<file path="src/rtl/nblc_pkg.sv">
// Shared types, constants and helpers for the naive Bayes log classifier.
package nblc_pkg;

   localparam int Classes     = 16;
   localparam int Features    = 16;
   localparam int Symbols     = 16;
   localparam int ClassW      = $clog2(Classes);
   localparam int PosW        = $clog2(Features);
   localparam int SymW        = $clog2(Symbols);
   localparam int AddrW       = PosW + SymW;
   localparam int WeightDepth = Features * Symbols;
   localparam int LogW        = 16;
   localparam int ScoreW      = 24;
   localparam int LabelW      = 8;
   localparam int NumClsW     = 5;

   localparam logic [NumClsW-1:0] NumClsReset = 5'd2;

   // request kinds carried in tuser
   localparam logic [1:0] ReqWeight = 2'd0;
   localparam logic [1:0] ReqPrior  = 2'd1;
   localparam logic [1:0] ReqSymbol = 2'd2;

   // running best that walks down the row of cells
   typedef struct packed {
      logic                     vld;
      logic signed [ScoreW-1:0] score;
      logic [ClassW-1:0]        cls;
      logic [LabelW-1:0]        label;
   } token_type;

   // broadcast control from the sequencer to every cell
   typedef struct packed {
      logic                   weight_we;
      logic                   prior_we;
      logic                   rd_en;
      logic                   start_load;
      logic                   add_en;
      logic                   shift_en;
      logic [ClassW-1:0]      cls;
      logic [AddrW-1:0]       addr;
      logic [LogW-1:0]        value;
      logic [LabelW-1:0]      label;
      logic [NumClsW-1:0]     num_cls;
   } cell_ctl_type;

   // Q8.8 log value sign-extended to score width
   function automatic logic signed [ScoreW-1:0] widen(input logic [LogW-1:0] v);
      widen = {{(ScoreW-LogW){v[LogW-1]}}, v};
   endfunction

endpackage

</file>
<file path="src/rtl/nblc_cell.sv">
// One class cell: weight memory, prior, label, score and one stage of the argmax chain.
module nblc_cell (
   input  logic                           clock,
   input  logic                           reset,
   input  logic [nblc_pkg::ClassW-1:0]    cell_idx,
   input  nblc_pkg::cell_ctl_type         ctl,
   input  nblc_pkg::token_type            tok_in,
   output nblc_pkg::token_type            tok_out
);

   logic [nblc_pkg::LogW-1:0]          weight_mem [nblc_pkg::WeightDepth];
   logic [nblc_pkg::LogW-1:0]          rd_ff;
   logic [nblc_pkg::LogW-1:0]          prior_ff;
   logic [nblc_pkg::LabelW-1:0]        label_ff;
   logic signed [nblc_pkg::ScoreW-1:0] score_ff, score_in;
   nblc_pkg::token_type                tok_ff, tok_in_nx;
   logic                               sel;
   logic                               takes_part;

   assign sel = (ctl.cls == cell_idx);

   always_ff @(posedge clock) begin
      if (ctl.weight_we && sel) begin
         weight_mem[ctl.addr] <= ctl.value;
      end
      if (ctl.rd_en) begin
         rd_ff <= weight_mem[ctl.addr];
      end
   end

   always_ff @(posedge clock) begin
      if (ctl.prior_we && sel) begin
         prior_ff <= ctl.value;
         label_ff <= ctl.label;
      end
   end

   always_comb begin
      score_in = score_ff;
      if (ctl.start_load) begin
         score_in = nblc_pkg::widen(prior_ff);
      end else if (ctl.add_en) begin
         score_in = score_ff + nblc_pkg::widen(rd_ff);
      end
   end

   always_ff @(posedge clock) begin
      if (reset) begin
         score_ff <= '0;
      end else begin
         score_ff <= score_in;
      end
   end

   // cell 0 always seeds the best; later cells replace only on strictly greater
   assign takes_part = ({1'b0, cell_idx} < ctl.num_cls);

   always_comb begin
      tok_in_nx = tok_in;
      if ((cell_idx == '0) || (takes_part && (score_ff > tok_in.score))) begin
         tok_in_nx.score = score_ff;
         tok_in_nx.cls   = cell_idx;
         tok_in_nx.label = label_ff;
      end
   end

   // only the valid bit is reset; the payload follows it
   always_ff @(posedge clock) begin
      if (reset) begin
         tok_ff.vld <= 1'b0;
      end else if (ctl.shift_en) begin
         tok_ff.vld <= tok_in_nx.vld;
      end
      if (ctl.shift_en) begin
         tok_ff.score <= tok_in_nx.score;
         tok_ff.cls   <= tok_in_nx.cls;
         tok_ff.label <= tok_in_nx.label;
      end
   end

   assign tok_out = tok_ff;

endmodule

</file>
<file path="config.mk">
export PLATFORM = sky130hd
export DESIGN_NAME = nblc_cell
export DESIGN_NICKNAME = d
export VERILOG_FILES = /design/src/rtl/nblc_pkg.sv /design/src/rtl/nblc_cell.sv
export SDC_FILE = /design/constraint.sdc
export NUM_CORES = 2
export LEC_CHECK = 0
export BUFFER_PORTS_ARGS = -buffer_cell sky130_fd_sc_hd__buf_2
export CAP_MARGIN = 20
export CORE_MARGIN = 2
export CORE_UTILIZATION = 40
export CTS_CLUSTER_DIAMETER = 40
export CTS_CLUSTER_SIZE = 10
export DETAILED_ROUTE_END_ITERATION = 10
export GPL_TIMING_DRIVEN = 0
export HOLD_SLACK_MARGIN = 0.1
export PLACE_DENSITY = 0.66
export SYNTH_ARGS = -nofsm -noshare
export SYNTH_HDL_FRONTEND = slang
export SYNTH_SLANG_ARGS = --single-unit
export TNS_END_PERCENT = 20
</file>
<file path="constraint.sdc">
create_clock -name clock -period 4.5 [get_ports clock]
set_input_delay 0.675 -clock clock [delete_from_list [all_inputs] [get_ports clock]]
set_output_delay 0.675 -clock clock [all_outputs]
set_load 0.03 [all_outputs]
</file>
* Yosys cells after proc, flatten, opt, wreduce, memory -nomap -nowiden
Memory sizes are Yosys's and may differ from the RTL's. A register that Yosys moved wholly into a read port is not among the register bits.
Cells that the tools add are included.
** Operators by class
- Add/sub/neg operators :: 1
- Magnitude comparators :: 2
- Equality and inequality tests :: 1
- Multiplexer cells :: 5
- Reductions and logical operators :: 6
** Operators by type and width (number)
- $mux W24 :: 2
- $mux W36 :: 1
- $add A24 B16 Y24 :: 1
- $gt A24 B24 Y1 :: 1
- $lt A4 B5 Y1 :: 1
- $eq A4 B4 Y1 :: 1
- $logic_not A4 Y1 :: 1
- $logic_and A1 B1 Y1 :: 3
- $mux W1 :: 2
- $reduce_bool A2 Y1 :: 1
- $logic_or A1 B1 Y1 :: 1
** Storage, ports and cells
- Register bits after elaboration :: 85
- RAM bits :: 4096
- Input bits :: 90
- Memories kept :: 1
** Memory list
- weight_mem :: depth 256, width 16, rd ports 1, clocked after memory_dff 1, write ports 1, line nblc_cell.sv:11 : logic [nblc_pkg::LogW-1:0] weight_mem [nblc_pkg::WeightDepth];

* Longest topological paths before layout
- Word-level depth :: 4
- Depth in mapped cells :: 13
- Mapped depth without buffers :: 9

* Worst setup path before layout
OpenSTA, ideal clock, no wires.
- Path kind :: in2reg
- Start :: input ctl[30] (netlist name)
- End :: memory weight_mem[134][0] (netlist name), enable pin
- Setup time :: 0.389 ns
- Arrival time :: 3.438 ns
- Setup slack :: 0.674 ns
- Stages :: 11
- Cell sequence :: buf_2 > buf_2 > buf_4 > buf_2 > buf_2 > buf_2 > buf_2 > nor2b_1 > nand2_1 > clkbuf_1 > nor2_1
** RTL lines
- start: declaration :: line nblc_cell.sv:6 : input nblc_pkg::cell_ctl_type ctl,
- end: declaration :: line nblc_cell.sv:11
No word-level cell before the write port.

==> metrics <==
status complete, but fails checks; failing checks negative setup slack; Clk pwr share roughly 46%; Clock Latency Late Sink 1.09 ns; fin worst setup slack -0.449 ns; Pint 69.5 mW; number of global-route vias before repair 84593; Num Clock Sinks 4197; FP Rows 233; Die X-Extent 641 um; r2r startpoint weight_mem[147][8]$_DFFE_PP_; Tightest Pin Transition 1.33 ns; hold-critical path depth 1; reg-to-reg endpoint rd_ff[8]$_DFFE_PP_; Final ANT Viol Nets 0; Worst Setup End Kind flip-flop; CP Class primary input to flip-flop; Seq/Total Area, Yosys around 78%; Via density around 6.6; Final Hold Violating Endpoints 0; Setup violations, final 940; CTS buffer count 563; Seq pwr share 47.5%; Logic pwr share 7.0%; Clock Tree Buf Depth 4; Die Ht 641 um; Syn-to-layout area delta 20.9%; P per Cell Area 464 mW/mm^2; Root Buffer clkbuf_16; per-cell routed wire length 47.2 um; drt initial violations 19283; worst-path fanout max 10; max frequency 202 MHz; layout cells sized above 1 38.0%; RD Place Congestion 1.05; final WL around 650 mm; via count 90658; Max VDD drop 441 uV; Setup TNS Final -90.43 ns; overall routing resource usage 31.1%; DIE AREA 0.411 sq mm; Switching Share 23.6%; RSZ-0062 raised after global routing yes; syn_nets 6941; Post-DP HPWL roughly 440 mm; most frequent cells in the layout edfxtp_1 (4172), mux4_2 (1272), clkbuf_16 (570); Clock Skews 0.0571 ns; placed inst area 0.177 sq mm; DRC 0; initial antenna violation count 73; arrival time worst endpoint 5.65 ns; Buffers on Ports 119; drt pass-1 iters 8; Hold Crit Endpoint prior_ff[7]$_DFFE_PP_; cell area after layout 0.196 sq mm; min-delay src ctl[20]; path depth of the worst reg2reg path 6; setup slack, reg-to-reg around 0.66 ns; H-tree levels 6; Slew Limit Fails 0; register area 0.126 sq mm; Seq cells post-synth 4197; Post-Synthesis Cells 6800; Min Clock Period, post-route 4.95 ns; Synthesis Warnings 0; hold crit path type primary input to flip-flop; core area approximately 0.40 sq mm; Starting Density 40.2%; multi-input logic area 0.0357 sq mm; number of fill cells ~31000; final worst path period share 110%; largest net degree at the start of global routing 147; fraction of registers with async set/reset 0%; Post-Syn Area per Cell 23.9 sq um; relative slew slack 11.0%; most common cell after layout, fill and taps aside edfxtp_1; Max-Cap Viols 0; distinct cell type count after synthesis 60; Mapped Area between 0.15 and 0.2 sq mm; fin nets 8037; Post-synth EDFFs 4172; CP required 5.20 ns; CTS tree yes; register clock-pin slew on the reported worst setup and hold paths 0.05 ns; static leakage between 60 and 70 nW; ys flop type edfxtp_1; IO Pins 127; Overflow after GRT 0; Net Switching 21.5 mW; startpoint types primary input; global-route wire length before repair 825 mm
## layout make-up
cell class | instances | area share [%]
Antenna cell | 55 | 0.0702
Tap cell | 5405 | 3.45
Clock inverter | 233 | 1.29
Inverter | 44 | 0.0842
Buffer | 349 | 1.17
Multi-Input combinational cell | 2204 | 18.2
Timing Repair Buffer | 537 | 4.18
Clock buffer | 638 | 7.41
Sequential cell | 4197 | 64.1
## worst max-delay path by stage
| stage | slack (ns) | startpoint | cells past startpoint | endpoint |
|---|---|---|---|---|
| 6_report | -0.45 | ctl[30] | 10 | rd_ff[8]$_DFFE_PP_ |
| 5_1_grt | -0.13 | ctl[32] | 10 | rd_ff[5]$_DFFE_PP_ |
| 4_1_cts | -0.18 | ctl[31] | 8 | rd_ff[12]$_DFFE_PP_ |
| 3_5_place_dp | -2.99 | ctl[30] | 11 | weight_mem[85][4]$_DFFE_PP_ |
| 3_3_place_gp | -5.89 | ctl[32] | 9 | weight_mem[159][2]$_DFFE_PP_ |
| 2_1_floorplan | 0.67 | ctl[30] | 11 | weight_mem[134][0]$_DFFE_PP_ |
## cell families (layout without fill, tap and decap cells)
group	count (synthesis)	in the layout	share of synthesized area, %
buffers and inverters	399	1801	1.30
other	0	55	0
adder cells (fa/ha/maj)	51	51	0.398
multiplexers	1352	1352	18.2
AO/OA/AOI/OAI	280	280	1.20
flip-flops	4197	4197	77.5
XOR/XNOR	13	13	0.0702
AND/OR/NAND/NOR	508	508	1.33
## timing repair
item | in CTS | in global routing
pin swaps | 19 | 0
cloned | 0 | 0
gates resized for setup | 140 | 43
setup endpoints to repair | 4007 | 457
hold buffers | 55 | 0
buffers inserted | 35 | 0
hold endpoints to repair | 101 | 0
## routing by layer
layer  vias up  share of wire [%]  GRT usage (%)
met5         -              0.084          0.331
met1     47970                 32           37.6
met2      9100                 42           43.8
met3      1880                 17           14.8
li1      31676                  -              -
met4        32                8.3           21.5
## stage by stage
step | power (mW) | hold WS (ns) | worst slack (ns) | cells | util (%)
floorplan | 46.4 | 0.448 | 0.674 | 6800 | -
CTS | 90.6 | 0.115 | -0.177 | 13606 | 48.6
global route | 92.4 | 0.144 | -0.135 | 13614 | 48.6
global placement | 49.7 | 0.456 | -5.89 | 12324 | 42.1
finish | 91.1 | 0.0785 | -0.449 | 13662 | 48.6
detailed placement | 49.9 | 0.465 | -2.99 | 12649 | 43.9
## critical path: stages
cell and delay [ns]:
buf_2 0.22, buf_2 0.25, buf_2 0.59, buf_2 0.91, mux4_2 0.42, mux4_2 0.50
a22oi_1 0.80, nand4_1 0.28, a2111oi_2 0.51, o21ai_1 0.42
## cells in the mapped netlist, types with 6 or more instances
| cell | instances | area [sq um] |
|---|---|---|
| a22o_1 | 8 | 70.1 |
| o21ai_0 | 19 | 95.1 |
| a21o_1 | 18 | 135 |
| buf_1 | 32 | 120 |
| mux2i_1 | 41 | 410 |
| mux2_2 | 39 | 439 |
| edfxtp_1 | 4172 | 125000 |
| buf_6 | 47 | 529 |
| a211oi_1 | 17 | 128 |
| xor2_1 | 9 | 78.8 |
| o21bai_1 | 9 | 67.6 |
| nor3_1 | 21 | 105 |
| nor2b_1 | 12 | 75.1 |
| nand2_1 | 73 | 274 |
| buf_2 | 82 | 410 |
| nand3_1 | 31 | 155 |
| dfxtp_1 | 25 | 500 |
| inv_1 | 43 | 161 |
| nand4_1 | 18 | 113 |
| mux4_2 | 1272 | 28600 |
| a21oi_1 | 57 | 285 |
| buf_4 | 40 | 300 |
| nor2_1 | 313 | 1170 |
| o22ai_1 | 11 | 68.8 |
| or3_1 | 12 | 75.1 |
| clkbuf_1 | 154 | 578 |
| nand2b_1 | 6 | 37.5 |
| ha_1 | 50 | 626 |
| o31ai_1 | 9 | 67.6 |
| a221oi_1 | 9 | 78.8 |
| a22oi_1 | 78 | 586 |
## flip-flops by register name (all words and copies together) (netlist names)
signal	flops
weight_mem	4096
tok_out	37
score_ff	24
prior_ff	16
rd_ff	16
label_ff	8
## power by group through the flow
stage / Combinational, mW / Clock [mW] / Sequential [mW]
4_1_cts: 5.98 / 41.4 / 43.2
5_1_grt: 6.24 / 43.0 / 43.2
3_3_place_gp: 5.59 / 0 / 44.1
3_5_place_dp: 5.90 / 0 / 44.0
2_1_floorplan: 2.38 / 0 / 44.1
6_report: 6.33 / 41.5 / 43.2
(Power assumes the default switching activity.)
